[src/hdl/two_pkg.sv]
`default_nettype none

package two_pkg;

  // field and register widths
  localparam int unsigned ANGLE_W   = 32;
  localparam int unsigned POS_W     = 48;
  localparam int unsigned CFG_IDX_W = 2;

  // register indexes on the configuration port
  localparam logic [CFG_IDX_W-1:0] CFG_WHEEL_SCALE = 2'd0;
  localparam logic [CFG_IDX_W-1:0] CFG_BACK_OFFSET = 2'd1;
  localparam logic [CFG_IDX_W-1:0] CFG_SIDE_OFFSET = 2'd2;

  localparam logic [31:0]        WHEEL_SCALE_RST = 32'd409949;
  localparam logic signed [31:0] BACK_OFFSET_RST = 32'sd21738;
  localparam logic signed [31:0] SIDE_OFFSET_RST = 32'sd104006;

  // serial multiplier: radix-4 digits, signed operands
  localparam int unsigned MUL_W     = 36;
  localparam int unsigned PROD_W    = 2 * MUL_W;
  localparam int unsigned MUL_STEPS = MUL_W / 2;
  localparam int unsigned MUL_CNT_W = $clog2(MUL_STEPS);

  // CORDIC, binary angle with one turn = 2^32
  localparam int unsigned CORDIC_STEPS = 24;
  localparam int unsigned COR_W        = 34;
  localparam int unsigned COR_IDX_W    = 5;
  localparam logic signed [COR_W-1:0] CORDIC_GAIN = 34'sd652032874;

  // restoring divider
  localparam int unsigned NUM_W     = 51;
  localparam int unsigned DEN_W     = 33;
  localparam int unsigned DIV_CNT_W = $clog2(NUM_W);

  // fixed-point constants
  localparam logic signed [MUL_W-1:0] INV_TWO_PI_C = 36'sd683565276;
  localparam logic signed [MUL_W-1:0] DEG_TO_RAD_C = 36'sd74961321;

  typedef struct packed {
    logic signed [ANGLE_W-1:0] back_wheel_angle;
    logic signed [ANGLE_W-1:0] side_wheel_angle;
    logic signed [ANGLE_W-1:0] gyro_rotation;
  } in_item_t;

  typedef struct packed {
    logic signed [POS_W-1:0] pos_x;
    logic signed [POS_W-1:0] pos_y;
  } out_item_t;

  typedef struct packed {
    logic                    start;
    logic signed [MUL_W-1:0] a;
    logic signed [MUL_W-1:0] b;
  } mul_req_t;

  typedef struct packed {
    logic                     done;
    logic signed [PROD_W-1:0] prod;
  } mul_rsp_t;

  typedef struct packed {
    logic        start;
    logic [31:0] turns;
  } cor_req_t;

  typedef struct packed {
    logic                    done;
    logic signed [COR_W-1:0] c;
    logic signed [COR_W-1:0] s;
  } cor_rsp_t;

  typedef struct packed {
    logic             start;
    logic [NUM_W-1:0] num;
    logic [DEN_W-1:0] den;
  } div_req_t;

  typedef struct packed {
    logic             done;
    logic [NUM_W-1:0] quo;
  } div_rsp_t;

  // arctangent of 2^-i in binary-angle units
  function automatic logic [31:0] atan_turns(input logic [COR_IDX_W-1:0] i);
    case (i)
      5'd0:  return 32'd536870912;
      5'd1:  return 32'd316933406;
      5'd2:  return 32'd167458907;
      5'd3:  return 32'd85004756;
      5'd4:  return 32'd42667331;
      5'd5:  return 32'd21354465;
      5'd6:  return 32'd10679838;
      5'd7:  return 32'd5340245;
      5'd8:  return 32'd2670163;
      5'd9:  return 32'd1335087;
      5'd10: return 32'd667544;
      5'd11: return 32'd333772;
      5'd12: return 32'd166886;
      5'd13: return 32'd83443;
      5'd14: return 32'd41722;
      5'd15: return 32'd20861;
      5'd16: return 32'd10430;
      5'd17: return 32'd5215;
      5'd18: return 32'd2608;
      5'd19: return 32'd1304;
      5'd20: return 32'd652;
      5'd21: return 32'd326;
      5'd22: return 32'd163;
      5'd23: return 32'd81;
      5'd24: return 32'd41;
      5'd25: return 32'd20;
      5'd26: return 32'd10;
      5'd27: return 32'd5;
      5'd28: return 32'd3;
      5'd29: return 32'd1;
      5'd30: return 32'd1;
      default: return 32'd0;
    endcase
  endfunction

endpackage

`default_nettype wire

[src/hdl/two_mul.sv]
`default_nettype none

module two_mul (
  input  logic               clk_i,
  input  logic               rst_ni,
  input  two_pkg::mul_req_t  req_i,
  output two_pkg::mul_rsp_t  rsp_o
);
  import two_pkg::*;

  logic                     busy_q, fin_q, done_q, neg_q;
  logic [MUL_CNT_W-1:0]     cnt_q;
  logic [MUL_W-1:0]         mb_q;
  logic [PROD_W-1:0]        m1_q, m3_q, acc_q;
  logic signed [PROD_W-1:0] prod_q;
  logic [MUL_W-1:0]         ma, mb;
  logic [PROD_W-1:0]        addend;
  logic                     last;

  // operand magnitudes, sign applied at the end
  assign ma = req_i.a[MUL_W-1] ? ({MUL_W{1'b0}} - unsigned'(req_i.a)) : unsigned'(req_i.a);
  assign mb = req_i.b[MUL_W-1] ? ({MUL_W{1'b0}} - unsigned'(req_i.b)) : unsigned'(req_i.b);
  assign last = (cnt_q == MUL_CNT_W'(MUL_STEPS - 1));

  // one radix-4 digit of the multiplier per cycle
  always_comb begin
    case (mb_q[1:0])
      2'd0:    addend = '0;
      2'd1:    addend = m1_q;
      2'd2:    addend = m1_q << 1;
      default: addend = m3_q;
    endcase
  end

  always_ff @(posedge clk_i or negedge rst_ni) begin
    if (!rst_ni) begin
      busy_q <= 1'b0;
      fin_q  <= 1'b0;
      done_q <= 1'b0;
    end else begin
      done_q <= fin_q;
      fin_q  <= busy_q && last;
      if (req_i.start) begin
        busy_q <= 1'b1;
      end else if (busy_q && last) begin
        busy_q <= 1'b0;
      end
    end
  end

  always_ff @(posedge clk_i) begin
    if (req_i.start) begin
      m1_q  <= PROD_W'(ma);
      m3_q  <= PROD_W'(ma) + (PROD_W'(ma) << 1);
      mb_q  <= mb;
      acc_q <= '0;
      neg_q <= req_i.a[MUL_W-1] ^ req_i.b[MUL_W-1];
      cnt_q <= '0;
    end else if (busy_q) begin
      acc_q <= acc_q + addend;
      m1_q  <= m1_q << 2;
      m3_q  <= m3_q << 2;
      mb_q  <= mb_q >> 2;
      cnt_q <= cnt_q + 1'b1;
    end
    if (fin_q) begin
      prod_q <= neg_q ? ({PROD_W{1'b0}} - acc_q) : acc_q;
    end
  end

  assign rsp_o.done = done_q;
  assign rsp_o.prod = prod_q;

endmodule

`default_nettype wire

[config.mk]
export PLATFORM = sky130hd
export DESIGN_NAME = two_mul
export DESIGN_NICKNAME = d
export VERILOG_FILES = /design/src/hdl/two_pkg.sv /design/src/hdl/two_mul.sv
export SDC_FILE = /design/constraint.sdc
export NUM_CORES = 1
export LEC_CHECK = 0
export BUFFER_PORTS_ARGS = -buffer_cell sky130_fd_sc_hd__buf_2
export CAP_MARGIN = 0
export CORE_UTILIZATION = 62
export DETAILED_ROUTE_END_ITERATION = 16
export PLACE_DENSITY = 0.92
export SKIP_LAST_GASP = 1
export SLEW_MARGIN = 20
export SYNTH_ARGS = -nofsm -noshare
export SYNTH_HDL_FRONTEND = slang
export SYNTH_SLANG_ARGS = --single-unit
[constraint.sdc]
create_clock -name clk_i -period 5.7 [get_ports clk_i]
set_input_delay 0.285 -clock clk_i [delete_from_list [all_inputs] [get_ports clk_i]]
set_output_delay 0.285 -clock clk_i [all_outputs]
set_load 0.01 [all_outputs]
---- After elaboration in Yosys (flattened, before gate mapping) ----
Cells that the tools add are included.
word-level totals
  register bits ........................... 333
  output and inout port bits .............. 73
  logic and storage cells ................. 37
cells by class
  add/subtract/negate cells ............... 6
  equality and inequality tests ........... 3
  multiplexer cells ....................... 12
  bitwise logic cells ..................... 1
  reductions and logical operators ........ 4
operators by type and width
  cell                   number
  $mux 36                6
  $mux 72                3
  $pmux 72 s3            1
  $add 72x72->72         1
  $sub 1x36->36 const A  2
  $sub 1x72->72 const A  1
  $add 36x37->38         1
  $add 5x1->5 const B    1
  $eq 5x5->1 const B     1
  $reduce_bool 2->1      2
  $eq 2x1->1 const B     1
  $eq 2x2->1 const B     1
  $logic_not 2->1        1
  $mux 1                 2
  $logic_and 1x1->1      1
  $xor 1x1->1            1

---- Depth between registers and ports, before layout ----
  depth after elaboration ................. 4
  gate-level depth with buffers ........... 21
  mapped depth without buffers ............ 20

---- Worst setup path before layout ----
No wires, ideal clock.
  path type ............................... input-to-reg
  start point ............................. in req_i[44] (netlist bit)
  end point ............................... reg m3_q[36], data pin
  arrival ................................. 4.716 ns
  path slack .............................. 0.730 ns
  stages on the path ...................... 19
  path buffers ............................ 1
  path through ............................ clkbuf_1 nor4_1 nand4b_1 or2_2 or4_1 o41ai_1 o21ai_0 xor2_1 ha_1 a21o_1 a21o_1 a21o_1 a21oi_1 nor2b_1 o21ai_0 nand2b_1 a311oi_1 a21oi_1 o21a_1
on the way
  longest elaborated chain between the ends .. 4
RTL lines
  element                 line           RTL
  start: declaration      two_mul.sv:6   input two_pkg::mul_req_t req_i,
  $sub 1x36->36           two_mul.sv:21  assign ma = req_i.a[MUL_W-1] ? ({MUL_W{1'b0}} - unsigned'(req_i.a)) : unsigned'(req_i.a);
  $mux 36 (*)             two_mul.sv:21
  $add 36x37->38 (*)      two_mul.sv:54  m3_q <= PROD_W'(ma) + (PROD_W'(ma) << 1);
  $mux 72 (*)             two_mul.sv:52  if (req_i.start) begin
  end signal: assignment  two_mul.sv:54
  end signal: assignment  two_mul.sv:62  m3_q <= m3_q << 2;
  end: declaration        two_mul.sv:14  logic [PROD_W-1:0] m1_q, m3_q, acc_q;
Mark *: on every way between the ends. The rest lies on a longest branch, timed or not.
A chain may end at the register's enable or synchronous reset.

---- Final worst setup path ----
  start point ............................. reg mb_q[1]
  end point ............................... reg acc_q[70]
on the way
  longest elaborated chain between the ends .. 3
RTL lines
  element                             line           RTL
  start: declaration                  two_mul.sv:13  logic [MUL_W-1:0] mb_q;
  start signal: assignment            two_mul.sv:55  mb_q <= mb;
  start signal: assignment            two_mul.sv:63  mb_q <= mb_q >> 2;
  $eq 2x2->1 (tied with other cells)  two_mul.sv:27  case (mb_q[1:0])
  $pmux 72 s3 (*)                     two_mul.sv:27
  $add 72x72->72 (*)                  two_mul.sv:60  acc_q <= acc_q + addend;
  end signal: assignment              two_mul.sv:60
  end: declaration                    two_mul.sv:14
Marks and branches as above.

==> results.yml <==
grt:
  grt-busiest-layer: "met2"
  grt_first_pass_wirelength_um: 92160
  grt_pass1_vias: 17610
  grt_overflow: 0
  grt_use_met3: 0.05390
  grt_util_met2: 0.4850
  grt_use_total: 0.3137
  grt_max_degree: 144
  antenna_found_initial: 0
  gr-usage-met1: 0.4560
critical_path:
  crit_buf_inv: 2
  slowest_delay_ns: 0.62
  crit_path_top_delay_cell: "nor4_1"
  cp_max_fo: 71
  worst-r2r-cell-count: 16
  required_ns: 6.20
  worstSetupPathType: "flip-flop to flip-flop"
  r2r-start: "mb_q[1]"
  path_delay_family: "simple AND/OR/NAND/NOR gates"
  r2r_slack_ns: 0.68
  critPathCaptureType: "flip-flop"
  timing.rr.end: "acc_q[70]"
  crit_path_start_kind: "flip-flop"
  cp.arrival_ns: 5.52
  cp_cell_sequence: "buf_12 > mux2_2 > a22o_1 > ha_1 > nand4_1 > nor4_1 > nand2_1 > o211ai_1 > nor3_1 > buf_4 > o31a_1 > o21a_1 > o21ai_0 > a31oi_1 > or4_1 > nand3_1"
timing:
  post-route-period-util: 0.8813
  setup_viol: 0
  slew_headroom: 0.2747
  holdWs_ns: 0.07418
  finalSetupTns_ns: 0
  fmax_ghz: 0.1991
  setup_ws_ns: 0.6763
  worstMarginPinSlew_ns: 1.088
  min_period_ns: 5.024
  skew_ns: 0.01750
  drv_slew: 0
  rsz0062_at_grt: "false"
  finalHoldViolCount: 0
placement:
  dp_cells: 2820
  gp_congestion: 0.9258
  pre_cts_slack_ns: 0.5898
  placed_area_mm2: 0.02336
  port_buffers: 147
  place_hpwl_um: 41370
clock_tree:
  clkSinkCount: 332
  cts.hold.buffers_added: 1
  clk_pin_slew_worst_paths_ns: 0.06
  cts_resized: 0
  clock_latency_ns: 0.56
  cts_tree: "done"
  cts_buffers: 38
  cts_root_buf: "clkbuf_16"
  htreeDepth: 2
  cts_setup_buffers: 0
  cts_buffer_depth: 3
detailed_routing:
  drt-initial-drc-count: 1808
  num_vias: 18650
  first_pass_iters: 6
  drc: 0
  wl_per_cell_um: 19.96
  postRouteAntennaNets: 0
  wl_um: 57700
  viasPerCell: 6.450
synthesis:
  dominantRegCellSynth: "edfxtp_1"
  synth_top_cell_area_share: 0.2907
  syn_nets: 2500
  ys_top_cells_by_area: "edfxtp_1 29%, dfxtp_1 10%, mux2_2 6.3%"
  synth.most_common_cell: "nor2_1"
  synth_edf_count: 216
  ys_async_sr_fraction: 0.009036
  syn_avg_cell_area_um2: 9.651
  synthDistinctLibCells: 77
  ys_seq_area_frac: 0.3954
  syn_area_mm2: 0.02231
  ys_warn_count: 0
  ys_ff_latch: 332
  synth_top_area_cell: "edfxtp_1"
  syn_inst: 2312
  synth_common_cells: "219 x nor2_1, 216 x edfxtp_1, 167 x a21oi_1"
pwr:
  p_per_area_mw_per_mm2: 356.3
  vdd_ir_drop_max_uv: 384.6
  p_leak_nw: 10.39
  totalPowerFinal_mw: 8.754
layout:
  stdcell_count: 2891
  antenna_cells: 0
  num-nets-final: 2588
  postLayoutCoreUtil: 0.6924
  syn2layout_area_growth_pct: 10.10
  drive_gt1_frac: 0.1560
  final_area_mm2: 0.02457
floorplanning:
  num_rows: 69
  die_area_mm2: 0.03675
  initial_utilization: 0.6288
  die_width_um: 191.7
  die_h_um: 191.7
  ioPinCount: 148
  core_mm2: 0.03548
hold_path:
  hold_path_class: "input pin to asynchronous set/reset pin"
flow_run:
  cap_viol_max_count: 0
run_status:
  status: "completed"
-- flip-flops by register name (all words and copies together) (netlist names) --
register  flops
neg_q         1
done_q        1
cnt_q         5
m1_q         71
fin_q         1
acc_q        72
busy_q        1
prod_q       72
mb_q         36
m3_q         72
-- where the power goes --
group | total, mW | internal, mW | switching [mW]
sequential | 3.31 | 2.96 | 0.349
combinational | 3.07 | 1.31 | 1.76
clock | 2.38 | 1.37 | 1.00
total | 8.75 | 5.64 | 3.11
-- cell usage in the layout, fill, tap and decap left out, drive strengths merged, types with 60 or more instances in the layout --
cell type / netlist / final
a21oi: 167 / 167
a22o: 72 / 72
buf: 11 / 165
clkbuf: 108 / 60
dfxtp: 113 / 113
edfxtp: 216 / 216
ha: 111 / 111
mux2: 124 / 124
mux2i: 73 / 73
nand2: 158 / 158
nor2: 219 / 219
o21ai: 131 / 131
xnor2: 152 / 152
xor2: 78 / 78
-- worst reg2reg max path: stages (launching register included) --
cell and delay, ns:
edfxtp_1 0.40, buf_12 0.36, mux2_2 0.42, a22o_1 0.21
ha_1 0.45, nand4_1 0.21, nor4_1 0.62, nand2_1 0.10
o211ai_1 0.23, nor3_1 0.08, buf_4 0.16, o31a_1 0.37
o21a_1 0.24, o21ai_0 0.30, a31oi_1 0.20, or4_1 0.52
nand3_1 0.10
-- routing by layer --
metal / part of all wire / routed length [um]
met2: 0.44 / 25400
met5: 0 / 0
met4: 0.016 / 926
met3: 0.089 / 5120
met1: 0.46 / 26260
-- cell families after synthesis --
group	Yosys count	share of synthesized area
AND/OR/NAND/NOR	657	0.1433
multiplexers	197	0.09533
flip-flops	332	0.3954
AO/OA/AOI/OAI	618	0.1831
adder cells (fa/ha/maj)	113	0.06404
XOR/XNOR	230	0.09028
buffers and inverters	165	0.02849
-- worst max-delay path by stage --
stage               from        end  slack, ns  depth (start not counted)
4_1_cts          mb_q[1]  acc_q[70]       0.71                         16
3_5_place_dp   req_i[44]   m3_q[35]       0.59                         20
3_3_place_gp   req_i[44]   m3_q[36]       0.71                         20
5_1_grt          mb_q[1]  acc_q[70]       0.38                         16
2_1_floorplan  req_i[44]   m3_q[36]       0.73                         19
6_report         mb_q[1]  acc_q[70]       0.68                         16
-- cell type report --
type,count,area [um2]
clock buffer,59,1090
clock inverter,11,108.9
fill,2603,10920
inverter,46,180.2
multi-input combinational,1815,12860
sequential,332,8828
tap,461,576.8
timing repair buffer,167,922.1
Power figures use the tool's default switching activity.
