`config.mk`:
```
export PLATFORM = sky130hd
export DESIGN_NAME = two_cordic
export DESIGN_NICKNAME = d
export VERILOG_FILES = /design/src/hdl/two_pkg.sv /design/src/hdl/two_cordic.sv
export SDC_FILE = /design/constraint.sdc
export NUM_CORES = 1
export LEC_CHECK = 0
export ABC_AREA = 1
export BUFFER_PORTS_ARGS = -buffer_cell sky130_fd_sc_hd__buf_2
export CORE_ASPECT_RATIO = 0.75
export CORE_MARGIN = 8
export CORE_UTILIZATION = 44
export DETAILED_ROUTE_END_ITERATION = 8
export PLACE_DENSITY = 0.67
export SLEW_MARGIN = 10
export SYNTH_ARGS = -nofsm -noshare
export SYNTH_HDL_FRONTEND = slang
export SYNTH_SLANG_ARGS = --single-unit
export TNS_END_PERCENT = 5
```
`constraint.sdc`:
```
create_clock -name clk_i -period 10.7 [get_ports clk_i]
set_input_delay 2.675 -clock clk_i [delete_from_list [all_inputs] [get_ports clk_i]]
set_output_delay 2.675 -clock clk_i [all_outputs]
set_load 0.02 [all_outputs]
```
`src/hdl/two_pkg.sv`:
```
`default_nettype none

package two_pkg;

  // field and register widths
  localparam int unsigned ANGLE_W   = 32;
  localparam int unsigned POS_W     = 48;
  localparam int unsigned CFG_IDX_W = 2;

  // register indexes on the configuration port
  localparam logic [CFG_IDX_W-1:0] CFG_WHEEL_SCALE = 2'd0;
  localparam logic [CFG_IDX_W-1:0] CFG_BACK_OFFSET = 2'd1;
  localparam logic [CFG_IDX_W-1:0] CFG_SIDE_OFFSET = 2'd2;

  localparam logic [31:0]        WHEEL_SCALE_RST = 32'd409949;
  localparam logic signed [31:0] BACK_OFFSET_RST = 32'sd21738;
  localparam logic signed [31:0] SIDE_OFFSET_RST = 32'sd104006;

  // serial multiplier: radix-4 digits, signed operands
  localparam int unsigned MUL_W     = 36;
  localparam int unsigned PROD_W    = 2 * MUL_W;
  localparam int unsigned MUL_STEPS = MUL_W / 2;
  localparam int unsigned MUL_CNT_W = $clog2(MUL_STEPS);

  // CORDIC, binary angle with one turn = 2^32
  localparam int unsigned CORDIC_STEPS = 24;
  localparam int unsigned COR_W        = 34;
  localparam int unsigned COR_IDX_W    = 5;
  localparam logic signed [COR_W-1:0] CORDIC_GAIN = 34'sd652032874;

  // restoring divider
  localparam int unsigned NUM_W     = 51;
  localparam int unsigned DEN_W     = 33;
  localparam int unsigned DIV_CNT_W = $clog2(NUM_W);

  // fixed-point constants
  localparam logic signed [MUL_W-1:0] INV_TWO_PI_C = 36'sd683565276;
  localparam logic signed [MUL_W-1:0] DEG_TO_RAD_C = 36'sd74961321;

  typedef struct packed {
    logic signed [ANGLE_W-1:0] back_wheel_angle;
    logic signed [ANGLE_W-1:0] side_wheel_angle;
    logic signed [ANGLE_W-1:0] gyro_rotation;
  } in_item_t;

  typedef struct packed {
    logic signed [POS_W-1:0] pos_x;
    logic signed [POS_W-1:0] pos_y;
  } out_item_t;

  typedef struct packed {
    logic                    start;
    logic signed [MUL_W-1:0] a;
    logic signed [MUL_W-1:0] b;
  } mul_req_t;

  typedef struct packed {
    logic                     done;
    logic signed [PROD_W-1:0] prod;
  } mul_rsp_t;

  typedef struct packed {
    logic        start;
    logic [31:0] turns;
  } cor_req_t;

  typedef struct packed {
    logic                    done;
    logic signed [COR_W-1:0] c;
    logic signed [COR_W-1:0] s;
  } cor_rsp_t;

  typedef struct packed {
    logic             start;
    logic [NUM_W-1:0] num;
    logic [DEN_W-1:0] den;
  } div_req_t;

  typedef struct packed {
    logic             done;
    logic [NUM_W-1:0] quo;
  } div_rsp_t;

  // arctangent of 2^-i in binary-angle units
  function automatic logic [31:0] atan_turns(input logic [COR_IDX_W-1:0] i);
    case (i)
      5'd0:  return 32'd536870912;
      5'd1:  return 32'd316933406;
      5'd2:  return 32'd167458907;
      5'd3:  return 32'd85004756;
      5'd4:  return 32'd42667331;
      5'd5:  return 32'd21354465;
      5'd6:  return 32'd10679838;
      5'd7:  return 32'd5340245;
      5'd8:  return 32'd2670163;
      5'd9:  return 32'd1335087;
      5'd10: return 32'd667544;
      5'd11: return 32'd333772;
      5'd12: return 32'd166886;
      5'd13: return 32'd83443;
      5'd14: return 32'd41722;
      5'd15: return 32'd20861;
      5'd16: return 32'd10430;
      5'd17: return 32'd5215;
      5'd18: return 32'd2608;
      5'd19: return 32'd1304;
      5'd20: return 32'd652;
      5'd21: return 32'd326;
      5'd22: return 32'd163;
      5'd23: return 32'd81;
      5'd24: return 32'd41;
      5'd25: return 32'd20;
      5'd26: return 32'd10;
      5'd27: return 32'd5;
      5'd28: return 32'd3;
      5'd29: return 32'd1;
      5'd30: return 32'd1;
      default: return 32'd0;
    endcase
  endfunction

endpackage

`default_nettype wire

```
`src/hdl/two_cordic.sv`:
```
`default_nettype none

module two_cordic (
  input  logic               clk_i,
  input  logic               rst_ni,
  input  two_pkg::cor_req_t  req_i,
  output two_pkg::cor_rsp_t  rsp_o
);
  import two_pkg::*;

  logic                    busy_q, fin_q, done_q, flip_q;
  logic [COR_IDX_W-1:0]    i_q;
  logic signed [COR_W-1:0] x_q, y_q, z_q, c_q, s_q;
  logic signed [COR_W-1:0] xs, ys, at;
  logic [31:0]             t_q1, t_rot;
  logic                    flip, last;

  // fold the angle into the right half-plane
  assign t_q1  = req_i.turns + 32'h4000_0000;
  assign flip  = t_q1[31];
  assign t_rot = flip ? (req_i.turns + 32'h8000_0000) : req_i.turns;

  assign xs   = x_q >>> i_q;
  assign ys   = y_q >>> i_q;
  assign at   = COR_W'(atan_turns(i_q));
  assign last = (i_q == COR_IDX_W'(CORDIC_STEPS - 1));

  always_ff @(posedge clk_i or negedge rst_ni) begin
    if (!rst_ni) begin
      busy_q <= 1'b0;
      fin_q  <= 1'b0;
      done_q <= 1'b0;
    end else begin
      done_q <= fin_q;
      fin_q  <= busy_q && last;
      if (req_i.start) begin
        busy_q <= 1'b1;
      end else if (busy_q && last) begin
        busy_q <= 1'b0;
      end
    end
  end

  // one rotation step per cycle
  always_ff @(posedge clk_i) begin
    if (req_i.start) begin
      x_q    <= CORDIC_GAIN;
      y_q    <= '0;
      z_q    <= COR_W'(signed'(t_rot));
      flip_q <= flip;
      i_q    <= '0;
    end else if (busy_q) begin
      if (!z_q[COR_W-1]) begin
        x_q <= x_q - ys;
        y_q <= y_q + xs;
        z_q <= z_q - at;
      end else begin
        x_q <= x_q + ys;
        y_q <= y_q - xs;
        z_q <= z_q + at;
      end
      i_q <= i_q + 1'b1;
    end
    if (fin_q) begin
      c_q <= flip_q ? -x_q : x_q;
      s_q <= flip_q ? -y_q : y_q;
    end
  end

  assign rsp_o.done = done_q;
  assign rsp_o.c    = c_q;
  assign rsp_o.s    = s_q;

endmodule

`default_nettype wire

```
# Word-level counts from Yosys, hierarchy flattened
# Memory sizes are Yosys's and may differ from the RTL's. A register that Yosys moved wholly into a read port is not among the register bits.
# Index checks and enable logic that the tools add are counted.
[totals] input_bits=35 rom_bits=960 out_inout_bits=69 n_memories=1 ff_bits=179 word_cells=40
[memory_table] memory="(no name shown)" depth=32 width=30 rd=1 rd_clocked_by_memory_dff=1 write_ports=0 line_no="two_pkg.sv:86" text="case (i)"
[classes] eq_ne=1 n_shift=2 n_mux=12 n_reduce_logical=3 n_addsub=11
[op_table] cell="$mux 34" count=7
[op_table] cell="$add 34x34->34" count=2
[op_table] cell="$neg 34->34" count=2
[op_table] cell="$sshr 34x5->34" count=2
[op_table] cell="$sub 34x34->34" count=2
[op_table] cell="$add 34x33->34" count=1
[op_table] cell="$sub 34x33->34" count=1
[op_table] cell="$add 32x31->32 const B" count=1
[op_table] cell="$add 32x32->32 const B" count=1
[op_table] cell="$mux 32" count=1
[op_table] cell="$mux 5" count=2
[op_table] cell="$add 5x1->5 const B" count=1
[op_table] cell="$eq 5x5->1 const B" count=1
[op_table] cell="$reduce_bool 2->1" count=2
[op_table] cell="$mux 1" count=2
[op_table] cell="$logic_and 1x1->1" count=1

# Longest topological paths before layout
[depth] ltp_word=4 ltp_mapped=39 ltp_nobuf=36

# Worst setup path after synthesis
# OpenSTA, ideal clock, no wires.
[synth_path] path_kind="input to register" from="in req_i[32] in the netlist's numbering" to="reg, netlist name at[13]" setup_time_ps=58 required_time_ps=10642 arrival_time_ps=5061 setup_slack_ps=5581 path_stages=10 path_buffers=0 path_cell_list="nor2_1 -> clkinv_1 -> o21a_1 -> inv_1 -> ha_1 -> inv_1 -> o21ai_0 -> o21ai_0 -> a21oi_1 -> a31o_2"
[synth_via] elab_chain_cells=1
[synth_lines] element="start: declaration" line_no="two_cordic.sv:6" text="input two_pkg::cor_req_t req_i,"
[synth_lines] element="$mux 5 (no line)"
# Every way passes these cells.
# A chain may end at the register's enable or synchronous reset.

# Final worst setup path
[layout_path] from="reg i_q[2]" to="reg x_q[27]"
[layout_via] elab_chain_cells=3 elab_cells_between_ends=4 cone_classes="2 x add/sub; 1 x shift; 1 x mux"
[layout_lines] element="start: declaration" line_no="two_cordic.sv:12" text="logic [COR_IDX_W-1:0] i_q;"
[layout_lines] element="start signal: assignment" line_no="two_cordic.sv:62" text="i_q <= i_q + 1'b1;"
[layout_lines] element="$sshr 34x5->34 (*)" line_no="two_cordic.sv:24" text="assign ys = y_q >>> i_q;"
[layout_lines] element="$sub 34x34->34 / $add 34x34->34 (equally long branches)" line_no="two_cordic.sv:54, two_cordic.sv:58"
[layout_lines] element="$mux 34 (*)" line_no="two_cordic.sv:53" text="if (!z_q[COR_W-1]) begin"
[layout_lines] element="end signal: assignment" line_no="two_cordic.sv:54" text="x_q <= x_q - ys;"
[layout_lines] element="end signal: assignment" line_no="two_cordic.sv:58" text="x_q <= x_q + ys;"
[layout_lines] element="end: declaration" line_no="two_cordic.sv:13" text="logic signed [COR_W-1:0] x_q, y_q, z_q, c_q, s_q;"
# Mark *: on every way between the ends. The rest lies on a longest branch, timed or not.

==> run_results.csv <==
group,metric,value,unit
sta,period_needed,5704,ps
global_routing,grtUsageMet3,0.03898,
critical_path,cpPeakStageDelay,520,ps
critical_path,r2r_end,"x_q[27]$_SDFFE_PP0P_",
finish,area.growth.synth_to_final,8.189,%
critical_path,arrival,6120,ps
route,drt_iter0_markers,2042,
floorplan,ios,104,
global_routing,grt_max_degree,72,
cts,cts-root-buf,"clkbuf_16",
cts,path_clk_slew,60,ps
critical_path,timing.rr.start,"i_q[2]$_SDFFE_PP0P_",
global_routing,grtUsageTotal,0.2263,
logic_synthesis,syn_area,20380,um2
hold_path,whs_path_depth,0,
logic_synthesis,ys_ff_latch,209,
critical_path,critPathCaptureType,"flip-flop",
cts,cts_setup_buffers,0,
power,p_comb_frac,0.701,
route,ant_nets,0,
power,p_int,3640,uW
sta,worst_pin_slew,978.8,ps
global_routing,gr-usage-met1,0.3543,
global_routing,grt_pass1_wl,100.9,mm
route,vias,20960,
route,dr.pass1.iters,6,
cts,clkLatencyLatePin,550,ps
power,swShare,0.5258,
hold_path,hp-start,"y_q[0]$_SDFFE_PP0P_",
global_routing,grt_busiest_layer,"met1",
power,p_sw,4037,uW
sta,whs,463.0,ps
floorplan,die_height,202.4,um
global_routing,met2_usage,0.3161,
route,totalWireLength,62.78,mm
logic_synthesis,synth_edf_count,103,
power,p_per_area,348.1,nW/um2
status,outcome,"finished clean",
placed_design,portBuffers,103,
power,vdd_drop_max,0.1518,mV
global_routing,grt_pass1_vias,18750,
hold_path,hold_end,"s_q[0]$_DFFE_PP_",
logic_synthesis,synthFlopType,"edfxtp_1",
route,drc_errors,0,
sta,finalSetupViolCount,0,
logic_synthesis,async_reset_ff_frac,0.01435,
critical_path,reg2reg_slack,5000,ps
critical_path,path_max_fanout,61,
placed_design,post-dp-hpwl,47.72,mm
critical_path,r2r_cells,28,
floorplan,start_util,0.4445,
placed_design,gp_routability_congestion,0.9796,
sta,max_slew_margin,0.3475,
logic_synthesis,synth_nets,3309,
global_routing,grt_remaining_overflow,0,
logic_synthesis,yosysSeqAreaShare,0.2566,
run,cap_violations,0,
route,via_per_inst,5.526,
finish,fin_util,0.4808,
placed_design,dp_slack,4947,ps
sta,rsz0062_at_grt,"false",
cts,cts_buffers,24,
power,pwr-share-clk,0.117,
hold_path,min_path_type,"flip-flop to flip-flop",
sta,slew_violations,0,
critical_path,worstSetupPathType,"flip-flop to flip-flop",
cts,htree_levels,1,
critical_path,setup.worst_path.start,"i_q[2]$_SDFFE_PP0P_",
sta,fin_setup_tns,0,ps
critical_path,worst_setup_path_start_kind,"flip-flop",
power,p_leak,0.01074,uW
cts,cts_sinks,209,
floorplan,die-area,53540,um2
logic_synthesis,syn_inst,3159,
power,seqPwrFrac,0.182,
critical_path,cp_common_cell,"nand2_1",
floorplan,rows,68,
floorplan,core,45860,um2
route,wire_per_inst,16.55,um
cts,cts_tree,"done",
cts,cts_buffer_depth,3,
critical_path,worstPathRequired,11120,ps
sta,finClkSkew,10.57,ps
logic_synthesis,synth.distinct_cells,62,
global_routing,antenna_found_initial,0,
cts,cts.repair.resized,0,
floorplan,chipWidth,264.5,um
logic_synthesis,avgSynthCellArea,6.452,um2
finish,n_antenna_cell,0,
sta,setup_slack,4996,ps
sta,max_freq,0.1753,GHz
sta,period_share,0.5331,
critical_path,slowest_stage,"buf_4",
finish,drive_above_1_share,0.08787,
finish,layout.nets,3331,
logic_synthesis,yosys_warnings,0,
cts,ctsHoldBuffers,0,
sta,hold_viol_final,0,
final cells by class:
type / instances / area, um2
clock buffer: 36 / 698.2
inverter: 322 / 1211
clock inverter: 7 / 138.9
timing repair buffer: 125 / 683.2
fill: 4775 / 23810
tap: 595 / 744.5
sequential: 209 / 5240
multi-input combinational: 2499 / 13340
worst max-delay path: cells and delay by family, from the launching register on:
| kind | cells | cell delay [ps] |
|---|---|---|
| simple gates | 13 | 1680 |
| buf+inv | 4 | 1090 |
| flops | 1 | 310 |
| fa+ha+maj | 2 | 570 |
| compound gates | 7 | 1510 |
| xor+xnor | 2 | 380 |
metal layers:
metal	vias to the layer above	wire length, um
met3	70	5300
met2	760	24500
met5	-	0
met4	0	1273
met1	9532	31710
li1	10600	-
sequential cells by signal, indices dropped and copies added (netlist names), 5 cells and up:
| name | flops |
|---|---|
| i_q | 5 |
| c_q | 34 |
| at | 30 |
| s_q | 34 |
| y_q | 34 |
| z_q | 34 |
| x_q | 34 |
cell families after synthesis:
logic type	Yosys count	share of synthesized area
adders and majority gates	115	0.07170
xor gates and xnor gates	186	0.07993
DFF	209	0.2566
AOI/OAI and AO/OA	481	0.1315
buffers and inverters	451	0.08913
and+or+nand+nor	1717	0.3711
synth_stat cells (5+ instances only):
cell type / count / area (um2)
dfxtp_1: 103 / 2062
nor3_1: 40 / 200.2
buf_6: 5 / 56.30
o21bai_1: 5 / 37.54
nand2_1: 802 / 3010
o22ai_1: 10 / 62.56
o221ai_1: 8 / 70.07
nand4_1: 17 / 106.4
o21a_1: 9 / 67.56
xnor2_1: 62 / 543.0
nand3_1: 482 / 2412
a31oi_1: 32 / 200.2
inv_1: 313 / 1175
nor2_1: 254 / 953.4
nand3_2: 8 / 80.08
clkbuf_1: 70 / 262.8
or2_2: 41 / 256.5
a21o_1: 11 / 82.58
nand3b_1: 5 / 37.54
o21ai_1: 15 / 75.07
nand2_2: 26 / 162.7
o41ai_1: 5 / 43.79
buf_2: 33 / 165.2
xor2_1: 124 / 1086
nor4_1: 9 / 56.30
nor2_2: 14 / 87.58
o21ai_0: 138 / 690.7
a21oi_1: 212 / 1061
buf_1: 15 / 56.30
o211ai_1: 14 / 105.1
edfxtp_1: 103 / 3093
ha_1: 112 / 1401
per-stage QoR:
step / area [um2] / instances / total power [uW]
finish: 22050 / 3793 / 7677
floorplan: 20380 / 3159 / 5491
CTS: 22050 / 3793 / 7622
global placement: 21210 / 3750 / 6641
detailed placement: 21210 / 3750 / 6680
global route: 22050 / 3793 / 8498
placed cells by master (no fill, tap or decap), types with 9 or more instances in the layout:
cell type    n
or2_2       41
xor2_1     124
o211ai_1    14
o21ai_1     15
o21a_1       9
nand3_1    482
nor2_2      14
a21oi_1    212
a31oi_1     32
nor3_1      40
ha_1       112
inv_1      309
dfxtp_1     99
buf_2      102
nor2_1     254
xnor2_1     62
o22ai_1     10
nand2_1    802
clkbuf_1     9
o21ai_0    138
edfxtp_1   103
nand4_1     17
nand2_2     26
clkbuf_16   26
inv_2        9
a21o_1      11
buf_4       23
nor4_1       9
power by group through the flow:
| stage | Combinational, uW | Sequential, uW | Clock (uW) |
|---|---|---|---|
| 6_report | 5380 | 1400 | 898 |
| 5_1_grt | 6130 | 1420 | 947 |
| 4_1_cts | 5320 | 1390 | 918 |
| 3_5_place_dp | 5280 | 1400 | 0 |
| 3_3_place_gp | 5240 | 1400 | 0 |
| 2_1_floorplan | 4210 | 1280 | 0 |
how the worst max path moves through the flow:
stage	end	slack, ps
finish	x_q[27]$_SDFFE_PP0P_	5000
global route	x_q[27]$_SDFFE_PP0P_	4550
floorplan	at[13]$_DFF_P_	5580
global placement	at[12]$_DFF_P_	5010
detailed placement	at[12]$_DFF_P_	4950
CTS	x_q[27]$_SDFFE_PP0P_	5160
No activity file was read; power rests on OpenSTA's default activity.
