==> config.mk <==
export PLATFORM = sky130hd
export DESIGN_NAME = two_div
export DESIGN_NICKNAME = d
export VERILOG_FILES = /design/src/hdl/two_pkg.sv /design/src/hdl/two_div.sv
export SDC_FILE = /design/constraint.sdc
export NUM_CORES = 1
export LEC_CHECK = 0
export BUFFER_PORTS_ARGS = -buffer_cell sky130_fd_sc_hd__buf_2
export CAP_MARGIN = 20
export CORE_MARGIN = 2
export CORE_UTILIZATION = 25
export CTS_BUF_LIST = sky130_fd_sc_hd__clkbuf_4 sky130_fd_sc_hd__clkbuf_8 sky130_fd_sc_hd__clkbuf_16
export CTS_CLUSTER_SIZE = 14
export DETAILED_ROUTE_END_ITERATION = 8
export PLACE_DENSITY = 0.43
export SLEW_MARGIN = 10
export SYNTH_ARGS = -nofsm -noshare
export SYNTH_HDL_FRONTEND = slang
export SYNTH_SLANG_ARGS = --single-unit
==> constraint.sdc <==
create_clock -name clk_i -period 9.3 [get_ports clk_i]
set_clock_uncertainty 0.15 [all_clocks]
set_input_delay 0.93 -clock clk_i [delete_from_list [all_inputs] [get_ports clk_i]]
set_output_delay 0.93 -clock clk_i [all_outputs]
set_load 0.005 [all_outputs]
==> src/hdl/two_pkg.sv <==
`default_nettype none

package two_pkg;

  // field and register widths
  localparam int unsigned ANGLE_W   = 32;
  localparam int unsigned POS_W     = 48;
  localparam int unsigned CFG_IDX_W = 2;

  // register indexes on the configuration port
  localparam logic [CFG_IDX_W-1:0] CFG_WHEEL_SCALE = 2'd0;
  localparam logic [CFG_IDX_W-1:0] CFG_BACK_OFFSET = 2'd1;
  localparam logic [CFG_IDX_W-1:0] CFG_SIDE_OFFSET = 2'd2;

  localparam logic [31:0]        WHEEL_SCALE_RST = 32'd409949;
  localparam logic signed [31:0] BACK_OFFSET_RST = 32'sd21738;
  localparam logic signed [31:0] SIDE_OFFSET_RST = 32'sd104006;

  // serial multiplier: radix-4 digits, signed operands
  localparam int unsigned MUL_W     = 36;
  localparam int unsigned PROD_W    = 2 * MUL_W;
  localparam int unsigned MUL_STEPS = MUL_W / 2;
  localparam int unsigned MUL_CNT_W = $clog2(MUL_STEPS);

  // CORDIC, binary angle with one turn = 2^32
  localparam int unsigned CORDIC_STEPS = 24;
  localparam int unsigned COR_W        = 34;
  localparam int unsigned COR_IDX_W    = 5;
  localparam logic signed [COR_W-1:0] CORDIC_GAIN = 34'sd652032874;

  // restoring divider
  localparam int unsigned NUM_W     = 51;
  localparam int unsigned DEN_W     = 33;
  localparam int unsigned DIV_CNT_W = $clog2(NUM_W);

  // fixed-point constants
  localparam logic signed [MUL_W-1:0] INV_TWO_PI_C = 36'sd683565276;
  localparam logic signed [MUL_W-1:0] DEG_TO_RAD_C = 36'sd74961321;

  typedef struct packed {
    logic signed [ANGLE_W-1:0] back_wheel_angle;
    logic signed [ANGLE_W-1:0] side_wheel_angle;
    logic signed [ANGLE_W-1:0] gyro_rotation;
  } in_item_t;

  typedef struct packed {
    logic signed [POS_W-1:0] pos_x;
    logic signed [POS_W-1:0] pos_y;
  } out_item_t;

  typedef struct packed {
    logic                    start;
    logic signed [MUL_W-1:0] a;
    logic signed [MUL_W-1:0] b;
  } mul_req_t;

  typedef struct packed {
    logic                     done;
    logic signed [PROD_W-1:0] prod;
  } mul_rsp_t;

  typedef struct packed {
    logic        start;
    logic [31:0] turns;
  } cor_req_t;

  typedef struct packed {
    logic                    done;
    logic signed [COR_W-1:0] c;
    logic signed [COR_W-1:0] s;
  } cor_rsp_t;

  typedef struct packed {
    logic             start;
    logic [NUM_W-1:0] num;
    logic [DEN_W-1:0] den;
  } div_req_t;

  typedef struct packed {
    logic             done;
    logic [NUM_W-1:0] quo;
  } div_rsp_t;

  // arctangent of 2^-i in binary-angle units
  function automatic logic [31:0] atan_turns(input logic [COR_IDX_W-1:0] i);
    case (i)
      5'd0:  return 32'd536870912;
      5'd1:  return 32'd316933406;
      5'd2:  return 32'd167458907;
      5'd3:  return 32'd85004756;
      5'd4:  return 32'd42667331;
      5'd5:  return 32'd21354465;
      5'd6:  return 32'd10679838;
      5'd7:  return 32'd5340245;
      5'd8:  return 32'd2670163;
      5'd9:  return 32'd1335087;
      5'd10: return 32'd667544;
      5'd11: return 32'd333772;
      5'd12: return 32'd166886;
      5'd13: return 32'd83443;
      5'd14: return 32'd41722;
      5'd15: return 32'd20861;
      5'd16: return 32'd10430;
      5'd17: return 32'd5215;
      5'd18: return 32'd2608;
      5'd19: return 32'd1304;
      5'd20: return 32'd652;
      5'd21: return 32'd326;
      5'd22: return 32'd163;
      5'd23: return 32'd81;
      5'd24: return 32'd41;
      5'd25: return 32'd20;
      5'd26: return 32'd10;
      5'd27: return 32'd5;
      5'd28: return 32'd3;
      5'd29: return 32'd1;
      5'd30: return 32'd1;
      default: return 32'd0;
    endcase
  endfunction

endpackage

`default_nettype wire

==> src/hdl/two_div.sv <==
`default_nettype none

module two_div (
  input  logic               clk_i,
  input  logic               rst_ni,
  input  two_pkg::div_req_t  req_i,
  output two_pkg::div_rsp_t  rsp_o
);
  import two_pkg::*;

  logic                 busy_q, done_q;
  logic [DIV_CNT_W-1:0] cnt_q;
  logic [DEN_W-1:0]     rem_q, den_q;
  logic [NUM_W-1:0]     quo_q;
  logic [DEN_W:0]       trial, diff;
  logic                 ge, last;

  // restoring step: one quotient bit per cycle
  assign trial = {rem_q, quo_q[NUM_W-1]};
  assign diff  = trial - {1'b0, den_q};
  assign ge    = (trial >= {1'b0, den_q});
  assign last  = (cnt_q == DIV_CNT_W'(NUM_W - 1));

  always_ff @(posedge clk_i or negedge rst_ni) begin
    if (!rst_ni) begin
      busy_q <= 1'b0;
      done_q <= 1'b0;
    end else begin
      done_q <= busy_q && last;
      if (req_i.start) begin
        busy_q <= 1'b1;
      end else if (busy_q && last) begin
        busy_q <= 1'b0;
      end
    end
  end

  always_ff @(posedge clk_i) begin
    if (req_i.start) begin
      rem_q <= '0;
      quo_q <= req_i.num;
      den_q <= req_i.den;
      cnt_q <= '0;
    end else if (busy_q) begin
      rem_q <= ge ? diff[DEN_W-1:0] : trial[DEN_W-1:0];
      quo_q <= {quo_q[NUM_W-2:0], ge};
      cnt_q <= cnt_q + 1'b1;
    end
  end

  assign rsp_o.done = done_q;
  assign rsp_o.quo  = quo_q;

endmodule

`default_nettype wire

After elaboration in Yosys (flattened, before gate mapping):

Index checks and enable logic that the tools add are counted.

* register bits after elaboration: 125
* latch bits: 0
* memory bits (writable): 0
* memory bits (read-only): 0
* input bits: 87
* output and inout port bits: 52
* logic and storage cells: 18
* memories kept: 0

* $add $sub $neg: 2
* multiply operators: 0
* div/mod/pow operators: 0
* order comparisons: 1
* eq/ne operators: 1
* shifts and indexed selects: 0
* mux-type cells: 5
* bitwise operators: 0
* reduce and logical (&&, ||, !) cells: 3

Operator list (count)
* $mux W51: 2
* $ge A34 B33 Y1: 1
* $mux W33: 1
* $sub A33 B33 Y33: 1
* $add A6 B1 Y6 const B: 1
* $eq A6 B6 Y1 const B: 1
* $reduce_bool A2 Y1: 2
* $mux W1: 2
* $logic_and A1 B1 Y1: 1

Depth between registers and ports, before layout:

Gate-level depths: netlist of the first run.

* depth in word-level cells: 4
* gate-level depth with buffers: 15
* mapped depth without buffers: 13

Worst setup path after synthesis of the first run:

No wires, ideal clock.

* kind: flip-flop to flip-flop
* start point: register quo_q[50]
* end point: register rem_q[28]
* setup time: 0.077 ns
* arrival: 2.956 ns
* required time: 9.073 ns
* slack: 6.117 ns
* cell stages (with the launch flop): 14
* path buffers: 0
* clock period less this slack: 3.183 ns
* cell sequence: edfxtp_1 > inv_1 > ha_1 > inv_1 > fa_1 > a21o_1 > a311oi_1 > o21ai_1 > o211ai_1 > a21boi_1 > o2111ai_2 > a21oi_1 > or4_1 > a41oi_2

* word-level cells in the longest chain between the ends: 2
* elaborated cells on any way between the ends: 3

RTL lines
* from (decl): line two_div.sv:14 `logic [NUM_W-1:0] quo_q;`
* from (signal assigned): line two_div.sv:41 `quo_q <= req_i.num;`
* from (signal assigned): line two_div.sv:46 `quo_q <= {quo_q[NUM_W-2:0], ge};`
* $sub A33 B33 Y33 / $ge A34 B33 Y1 (equally long branches): line two_div.sv:20, two_div.sv:21
* $mux W33 (*): line two_div.sv:45 `rem_q <= ge ? diff[DEN_W-1:0] : trial[DEN_W-1:0];`
* to (signal assigned): line two_div.sv:45
* to (decl): line two_div.sv:13 `logic [DEN_W-1:0] rem_q, den_q;`

Mark *: on every way between the ends. The rest lies on a longest branch, timed or not.
A chain may end at the register's enable or synchronous reset.

Worst setup path after layout of the first run:

* start point: register den_q[18]
* end point: register rem_q[31]

* word-level cells in the longest chain between the ends: 2
* elaborated cells on any way between the ends: 3

RTL lines
* from (decl): line two_div.sv:13
* from (signal assigned): line two_div.sv:42 `den_q <= req_i.den;`
* $sub A33 B33 Y33 / $ge A34 B33 Y1 (equally long branches): line two_div.sv:20, two_div.sv:21
* $mux W33 (*): line two_div.sv:45

Marked as above.

==> results of run 1 <==
-- cell families after synthesis --
logic type	count (synthesis)
AOI/OAI and AO/OA	168
xor gates and xnor gates	27
adders and majority gates	36
buffers and inverters	71
DFF	125
muxes	61
and+or+nand+nor	147
-- routing by layer --
layer / GRT usage, % / vias up
met2: 21.5 / 112
li1: - / 2621
met4: 2.64 / 2
met1: 15.2 / 2457
met3: 5.15 / 14
met5: 0 / -
-- registers in the layout, indices dropped and copies added, names as in the netlist --
name / count
busy_q: 1
cnt_q: 6
den_q: 33
done_q: 1
quo_q: 51
rem_q: 33
-- cells in the final DEF, fill, tap and decap left out, drive strengths merged, types with 3 or more instances in the layout --
cell	instances
mux2i	8
xnor2	18
and3	4
o21a	8
buf	144
or2	3
a41oi	3
nand2b	5
a21o	17
ha	35
nand4	5
xor2	9
dfxtp	39
nor3	5
o21bai	7
a21oi	43
nand2	41
o21ai	28
and2	3
a211oi	26
clkbuf	17
a311oi	7
o211ai	8
inv	54
or3	3
mux2	53
edfxtp	84
nand3	11
nor2	56
-- critical path: stages (launching register included) --
cell and delay, ns:
edfxtp_1 0.33, inv_1 0.05, ha_1 0.39, and4_1 0.24, nand3_1 0.14, or4_1 0.57, o211ai_1 0.12, nor3_1 0.08
nor2_2 0.69, buf_4 0.39, nand3b_1 0.10, mux2_2 0.27, a211oi_1 0.21
-- worst max-delay path by stage --
| stage | end | depth (start not counted) |
|---|---|---|
| after CTS | rem_q[31] | 12 |
| after global routing | rem_q[31] | 12 |
| final | rem_q[31] | 12 |
| after global placement | rem_q[22] | 13 |
| after floorplan | rem_q[28] | 13 |
| after detailed placement | rem_q[31] | 12 |
-- per-stage QoR --
step	setup WS, ns	util (%)	hold slack [ns]	std cells	instance area (um^2)
finish	5.47	31.6	0.132	1126	8530
CTS	5.40	31.6	0.112	1125	8520
floorplan	6.12	-	0.298	635	6850
global placement	5.28	29.2	0.325	1092	7880
detailed placement	5.43	29.3	0.334	1093	7910
global route	5.09	31.6	0.115	1125	8520
-- where the power goes --
| part | internal [W] | total, W | switching, W |
|---|---|---|---|
| Combinational | 0.0000764 | 0.000151 | 0.0000748 |
| Sequential | 0.000635 | 0.000653 | 0.0000183 |
| Clock | 0.000411 | 0.000708 | 0.000297 |
| Total | 0.00112 | 0.00151 | 0.000390 |
-- cells in the mapped netlist, drive strengths merged, types with 3 or more instances --
master / count / area [um^2]
mux2i: 8 / 80.1
and2: 3 / 18.8
and3: 4 / 25.0
o21ai: 28 / 140
a41oi: 3 / 41.3
ha: 35 / 438
inv: 44 / 165
nand4: 5 / 31.3
dfxtp: 39 / 781
mux2: 53 / 597
o21a: 8 / 60.1
a211oi: 26 / 195
buf: 9 / 61.3
o211ai: 8 / 60.1
nand3: 11 / 55.1
a311oi: 7 / 61.3
xor2: 9 / 78.8
a21oi: 43 / 215
xnor2: 18 / 158
edfxtp: 84 / 2520
o21bai: 7 / 52.6
or3: 3 / 18.8
nand2: 41 / 154
clkbuf: 18 / 67.6
or2: 3 / 18.8
nor2: 56 / 213
nor3: 5 / 25.0
a21o: 17 / 128
nand2b: 5 / 31.3
-- layout make-up --
type,count,area (um^2)
Fill cell,2798,18400
Sequential cell,125,3350
Multi-Input combinational cell,439,3200
Timing Repair Buffer,144,758
Tap cell,341,427
Clock buffer,17,425
Clock inverter,15,193
Inverter,44,165
Antenna cell,1,2.50
==> results.yml, run 1 <==
outcome:
  outcome: "finished clean"
sta:
  slew_violations: 0
  grt_setup_unrepaired: "false"
  relSlewSlack_pct: 40.3
  setup_viol: 0
  tns_ns: 0
  final.period_utilization_pct: 41.2
  max_slew.worst_pin.slew_ns: 0.895
  fin_crit_ns: 3.83
  fmax_ghz: 0.261
  finalHoldViolCount: 0
pwr:
  leakagePower_nw: 3.61
  ir_drop_mv: 0.107
  p_per_area_nw_per_um2: 177
  power_w: 0.00151
clocking:
  clkLatencyLatePin_ns: 0.43
  cts_sinks: 125
  cts_max_level: 4
  clockBufferDepth: 2
  cts_root_buf: "clkbuf_16"
  clk_pin_slew_ns: 0.06
  cts_hold_buffers: 0
  cts_buffers: 17
  post_cts_buffers: 0
  cts_resized: 0
  tritoncts: "yes"
routing:
  num_vias: 5206
  met3WireLength_um: 1170
  remaining_drc_errors: 0
  first_pass_iters: 4
  top_layer: "met5"
  finalWirelength_um: 17500
  antenna_left: 0
  drt-wirelength-per-cell_um: 15.5
  wl_met1_um: 8010
  met2RoutedLength_um: 8180
  via_per_inst: 4.62
  drt_iter0_drc: 226
floorplanning:
  initial_core_util_pct: 25.4
  core_area_um2: 27000
  die_area_um2: 28700
  die_w_um: 170
  rows: 60
  die_h_um: 170
  io_pins: 139
yosys:
  ys_seq_area_share_pct: 49.0
  syn_nets: 758
  synthAdderAreaFrac_pct: 6.69
  async_flop_share_pct: 1.60
  synth-edff-count: 84
  synthFlopType: "edfxtp_1"
  syn_area_um2: 6850
  synth_xor_area_share_pct: 3.45
  syn-mean-instance-area_um2: 10.8
  muxShareOfSynthArea_pct: 9.88
  yosys_warnings: 0
  synth_top_family_by_area: "compound AO/OA/AOI/OAI gates"
  synth_cell_type_count: 61
  yosys.area_share.simple_pct: 9.92
  synth-compound-area-share_pct: 16.8
  syn-instance-count: 635
  ys_seq_elements: 125
run:
  maxCapViolCount: 0
global_routing:
  antenna_found_initial: 2
  grt_pass1_vias: 5504
  overflow: 0
  grt_pass1_wl_um: 28600
  grt_usage_pct: 12.7
  grt_max_degree: 52
final_layout:
  layout-drive-gt1-share_pct: 30.6
  fin_nets: 894
  syn_to_final_growth_pct: 24.5
setup_path:
  crit_path_start: "den_q[18]"
  startpoint_type: "flop"
  cp.required_ns: 9.49
  reg2reg_depth: 12
  reg2reg_from: "den_q[18]"
  critPathCaptureType: "flop"
  r2r_end: "rem_q[31]"
  crit_arrival_ns: 4.02
  crit_fanout: 18
  rrSetupSlack_ns: 5.47
  critical_path_class: "flop to flop"
placed_design:
  hpwl_um: 12500
  gp_congestion: 0.764
  port_buffers: 138
hold_path:
  hold_class: "input port to async pin"
Power figures use the tool's default switching activity.
==> run 2, diff against run 1 <==
clock period = 3.76 ns   (was 9.3 ns; I/O delays follow)
==> run 2 against run 1 <==
Effect of this change: non-clock buffer count grew 38; hold slack got worse by 0.041 ns; clock-buffer cell count did not move; setup slack got worse by 5.2 ns; global-route usage hardly changed; sequential cell count did not move; critical endpoint is now rem_q[26].
==> results.yml, run 2 (synthesis results as in run 1) <==
routing:
  finalWirelength_um: 17700
  drt_iter0_drc: 277
  remaining_drc_errors: 0
  drt-wirelength-per-cell_um: 15.2
  antenna_left: 0
  first_pass_iters: 5
  num_vias: 5308
  via_per_inst: 4.56
setup_path:
  crit_chain: "inv_1, ha_1, inv_1, fa_1, a21o_1, a311oi_1, o21ai_1, o211ai_1, a21boi_1, o2111ai_2, a21oi_1, or3b_1, a311oi_1"
  critPathCaptureType: "flop"
  crit_arrival_ns: 3.63
  crit_slowest_cell: "edfxtp_1"
  startpoint_type: "flop"
  crit_fanout: 4
  cpPeakStageDelay_ns: 0.40
  crit_buf_inv: 2
  cp.required_ns: 3.93
  critical_path_class: "flop to flop"
  cp_top_family: "compound AO/OA/AOI/OAI gates"
clocking:
  cts_root_buf: "clkbuf_16"
  cts_sinks: 125
  cts_buffers: 17
  tritoncts: "yes"
  clkLatencyLatePin_ns: 0.42
  clk_pin_slew_ns: 0.07
  cts_max_level: 4
  clockBufferDepth: 2
  post_cts_buffers: 0
sta:
  max_slew.worst_pin.slew_ns: 0.668
  tns_ns: 0
  grt_setup_unrepaired: "false"
  fin_crit_ns: 3.45
  final.period_utilization_pct: 91.8
  finalHoldViolCount: 0
  fmax_ghz: 0.290
  relSlewSlack_pct: 55.5
  setup_viol: 0
  slew_violations: 0
final_layout:
  fill_cells: 2738
  layout-drive-gt1-share_pct: 29.7
  layout.area.seq_um2: 3350
  layout_commonest_cell: "buf_2"
  layout_common_cells: "buf_2, edfxtp_1, nor2_1, mux2_2, inv_1"
  fin_nets: 932
  regMostFlops: "quo_q"
  multi_input_area_um2: 3210
  largestRegisters: "quo_q x51, den_q x33, rem_q x33"
  largest_reg_flops: 51
  syn_to_final_growth_pct: 29.9
  insertedDiodeCount: 0
floorplanning:
  initial_core_util_pct: 25.4
  die_h_um: 170
  die_area_um2: 28700
  rows: 60
  core_area_um2: 27000
  die_w_um: 170
  io_pins: 139
global_routing:
  grt_pass1_vias: 5376
  grt_max_degree: 127
  antenna_found_initial: 2
  overflow: 0
  grt_pass1_wl_um: 28700
  grt_usage_pct: 12.7
pwr:
  ir_drop_mv: 0.250
  leakagePower_nw: 3.77
  p_per_area_nw_per_um2: 430
  power_w: 0.00382
outcome:
  outcome: "finished clean"
placed_design:
  hpwl_um: 12400
  port_buffers: 138
  gp_congestion: 0.763
hold_path:
  hold_class: "input port to flop"
run:
  maxCapViolCount: 0
run 2: what timing repair did:
action	CTS	global route
hold endpoints to repair	35	0
resized for setup	0	1
endpoints found under the setup margin	0	5
hold buffers	34	0
run 2: per-stage QoR:
| stage | cells | utilization (%) | hold slack, ns | worst slack (ns) | instance area, um^2 |
|---|---|---|---|---|---|
| after global routing | 1163 | 33.0 | 0.0822 | 0.00615 | 8900 |
| after detailed placement | 1097 | 29.4 | 0.0173 | 0.274 | 7930 |
| final | 1163 | 33.0 | 0.0908 | 0.307 | 8900 |
| after CTS | 1163 | 33.0 | 0.0773 | 0.256 | 8890 |
| after floorplan | 635 | - | -0.0696 | 0.577 | 6850 |
| after global placement | 1097 | 29.4 | 0.0182 | 0.328 | 7930 |
run 2: area by class of cell:
type / count / area share, %
Tap cell: 341 / 4.80
Inverter: 44 / 1.86
Clock inverter: 15 / 2.24
Multi-Input combinational cell: 439 / 36.0
Timing Repair Buffer: 182 / 12.6
Sequential cell: 125 / 37.7
Clock buffer: 17 / 4.78
run 2: where the power goes:
| group | total (W) | switching [W] | internal (W) | leakage, nW |
|---|---|---|---|---|
| logic | 0.000407 | 0.000192 | 0.000215 | 2.26 |
| registers | 0.00162 | 0.0000454 | 0.00157 | 1.20 |
| clock network | 0.00180 | 0.000726 | 0.00107 | 0.310 |
| total | 0.00382 | 0.000964 | 0.00286 | 3.77 |
run 2: per-layer routing:
metal	GRT usage, %	up-vias	part of all wire [%]
li1	-	2699	-
met1	16.4	2456	48
met2	19.8	127	44
met3	4.38	22	6.4
met4	4.35	4	1.6
met5	0	-	0.19
run 2: worst paths after layout:
path | slack [ns] | depth (start not counted) | to | startpoint
worst min-delay path | 0.09 | 2 | quo_q[45] | req_i[78]
worst max-delay path | 0.31 | 13 | rem_q[26] | quo_q[50]
max in group asynchronous | 3.23 | 2 | busy_q | rst_ni
worst min register to register | 0.35 | 2 | done_q | cnt_q[5]
min in group asynchronous | 0.12 | 2 | done_q | rst_ni
worst max register to register | 0.31 | 13 | rem_q[26] | quo_q[50]
==> run 3, diff against run 2 <==
BUFFER_PORTS_ARGS = default   (was -buffer_cell sky130_fd_sc_hd__buf_2)
CORE_MARGIN = default   (was 2)
DONT_BUFFER_PORTS = 1   (was default)
PLACE_DENSITY = 0.38   (was 0.43)
==> run 3 against run 2 <==
Effect of this change: hold slack got worse by 0.068 ns; sequential power is essentially flat; final cell count shrank 9.4%; sequential cell count unchanged; non-clock buffer count is 109 lower; clock power about the same; register-to-register slack about the same; maximum frequency shrank 0.20%; clock-buffer cell count is the same; power down 2.3%; global-route usage increased by 0.27 points; setup slack worse by 0.0070 ns; critical endpoint unchanged.
==> results.yml, run 3 (synthesis results as in run 1) <==
outcome:
  outcome: "finished clean"
clocking:
  clockBufferDepth: 2
  clk_pin_slew_ns: 0.06
  post_cts_buffers: 0
  clkLatencyLatePin_ns: 0.42
  tritoncts: "yes"
  cts_root_buf: "clkbuf_16"
  cts_sinks: 125
  cts_buffers: 17
  cts_max_level: 4
final_layout:
  layout_common_cells: "edfxtp_1, dlygate4sd3_1, nor2_1, mux2_2, inv_1"
  largestRegisters: "quo_q x51, den_q x33, rem_q x33"
  syn_to_final_growth_pct: 24.5
  layout-drive-gt1-share_pct: 15.7
  regMostFlops: "quo_q"
  fin_nets: 823
  fill_cells: 2705
  layout_commonest_cell: "edfxtp_1"
  insertedDiodeCount: 0
  finish.utilization_pct: 31.7
  largest_reg_flops: 51
setup_path:
  cp.required_ns: 3.94
  reg2reg_from: "quo_q[50]"
  startpoint_type: "flop"
  cp_top_family: "compound AO/OA/AOI/OAI gates"
  cpPeakStageDelay_ns: 0.41
  reg2reg_depth: 13
  crit_slowest_cell: "fa_1"
  rrSetupSlack_ns: 0.30
  crit_chain: "inv_1, ha_1, inv_1, fa_1, a21o_1, a311oi_2, o21ai_1, o211ai_1, a21boi_1, o2111ai_2, a21oi_1, or3b_1, a311oi_1"
  r2r_end: "rem_q[26]"
  critPathCaptureType: "flop"
  critical_path_class: "flop to flop"
  crit_fanout: 4
  crit_buf_inv: 2
  crit_top_cell: "inv_1"
  crit_arrival_ns: 3.64
routing:
  num_vias: 5000
  finalWirelength_um: 17400
  remaining_drc_errors: 0
  first_pass_iters: 4
  drt-wirelength-per-cell_um: 16.5
  via_per_inst: 4.74
  antenna_left: 0
  drt_iter0_drc: 164
hold_path:
  whs_path_depth: 1
  hp-start: "req_i[59]"
  hold_class: "input port to flop"
  min_to: "quo_q[26]"
global_routing:
  antenna_found_initial: 1
  grt_max_degree: 72
  overflow: 0
  grt_usage_pct: 13.0
  grt_pass1_vias: 5377
  grt_pass1_wl_um: 28300
placed_design:
  pre_cts_ws_ns: 0.280
  port_buffers: 0
  hpwl_um: 11700
  gp_congestion: 0.829
sta:
  fmax_ghz: 0.289
  grt_setup_unrepaired: "false"
  final.period_utilization_pct: 92.0
  tns_ns: 0
  finalWorstSetupSlack_ns: 0.300
  fin_crit_ns: 3.46
  relSlewSlack_pct: 51.3
  max_slew.worst_pin.slew_ns: 0.730
  finalHoldViolCount: 0
  setup_viol: 0
  slew_violations: 0
pwr:
  ir_drop_mv: 0.273
  p_per_area_nw_per_um2: 438
  leakagePower_nw: 3.36
floorplanning:
  die_w_um: 168
  die_area_um2: 28100
  rows: 60
  core_area_um2: 26900
  initial_core_util_pct: 25.5
  io_pins: 139
  die_h_um: 168
run:
  maxCapViolCount: 0
run 3: cell count changes in the layout (fill, tap and decap cells not counted), moves of 3 or more:
cell	delta
buf_2	-137
dlygate4sd3_1	+25
inv_6	+3
inv_8	-3
run 3: cell type report:
class | instances | area, um^2 | share of cell area (%)
clock buffers | 17 | 425 | 4.99
clock inverters | 15 | 195 | 2.29
inverters | 44 | 165 | 1.94
multi-input cells | 439 | 3220 | 37.7
flip-flops and latches | 125 | 3350 | 39.4
well taps | 341 | 427 | 5.01
repair buffers | 73 | 741 | 8.69
run 3: worst reg2reg max path, cell delays in order, from the launching register on:
cell and delay [ns]:
edfxtp_1 0.38, inv_1 0.07, ha_1 0.15, inv_1 0.05
fa_1 0.41, a21o_1 0.23, a311oi_2 0.31, o21ai_1 0.19
o211ai_1 0.25, a21boi_1 0.17, o2111ai_2 0.29, a21oi_1 0.09
or3b_1 0.36, a311oi_1 0.27
run 3: metal layers:
layer | share of wire (%) | global-route usage (%) | routed length (um) | vias to the layer above
met3 | 5.8 | 4.47 | 1010 | 21
li1 | - | - | - | 2477
met5 | 0.063 | 0 | 11 | -
met4 | 2.1 | 4.87 | 365 | 2
met1 | 45 | 15.3 | 7910 | 2355
met2 | 47 | 21.7 | 8130 | 145
run 3: how the worst max path moves through the flow:
stage                      to  cells after the start  startpoint
floorplan           rem_q[28]                     13   quo_q[50]
global placement     rem_q[7]                     14   quo_q[50]
detailed placement   rem_q[7]                     14   quo_q[50]
CTS                 rem_q[12]                     14   quo_q[50]
global route        rem_q[26]                     13   quo_q[50]
finish              rem_q[26]                     13   quo_q[50]
run 3: stage by stage:
stage / instances / total power [W] / hold slack, ns / instance area, um^2
floorplan: 635 / 0.00185 / -0.0696 / 6850
global placement: 961 / 0.00192 / -0.0695 / 7250
detailed placement: 962 / 0.00192 / -0.0695 / 7270
CTS: 1054 / 0.00380 / 0.000185 / 8510
global route: 1054 / 0.00389 / 0.000992 / 8520
finish: 1054 / 0.00374 / 0.0227 / 8520
run 3: where the power goes:
| group | switching, W | total [W] | internal [W] |
|---|---|---|---|
| combinational | 0.000149 | 0.000320 | 0.000171 |
| sequential | 0.0000630 | 0.00164 | 0.00157 |
| clock | 0.000713 | 0.00178 | 0.00107 |
| total | 0.000925 | 0.00374 | 0.00281 |
run 3: repair_timing:
item / 4_1_cts / 5_1_grt
hold buffers: 60 / 0
endpoints found under the setup margin: 0 / 13
gates resized for setup: 0 / 3
endpoints found under the hold margin: 131 / 0
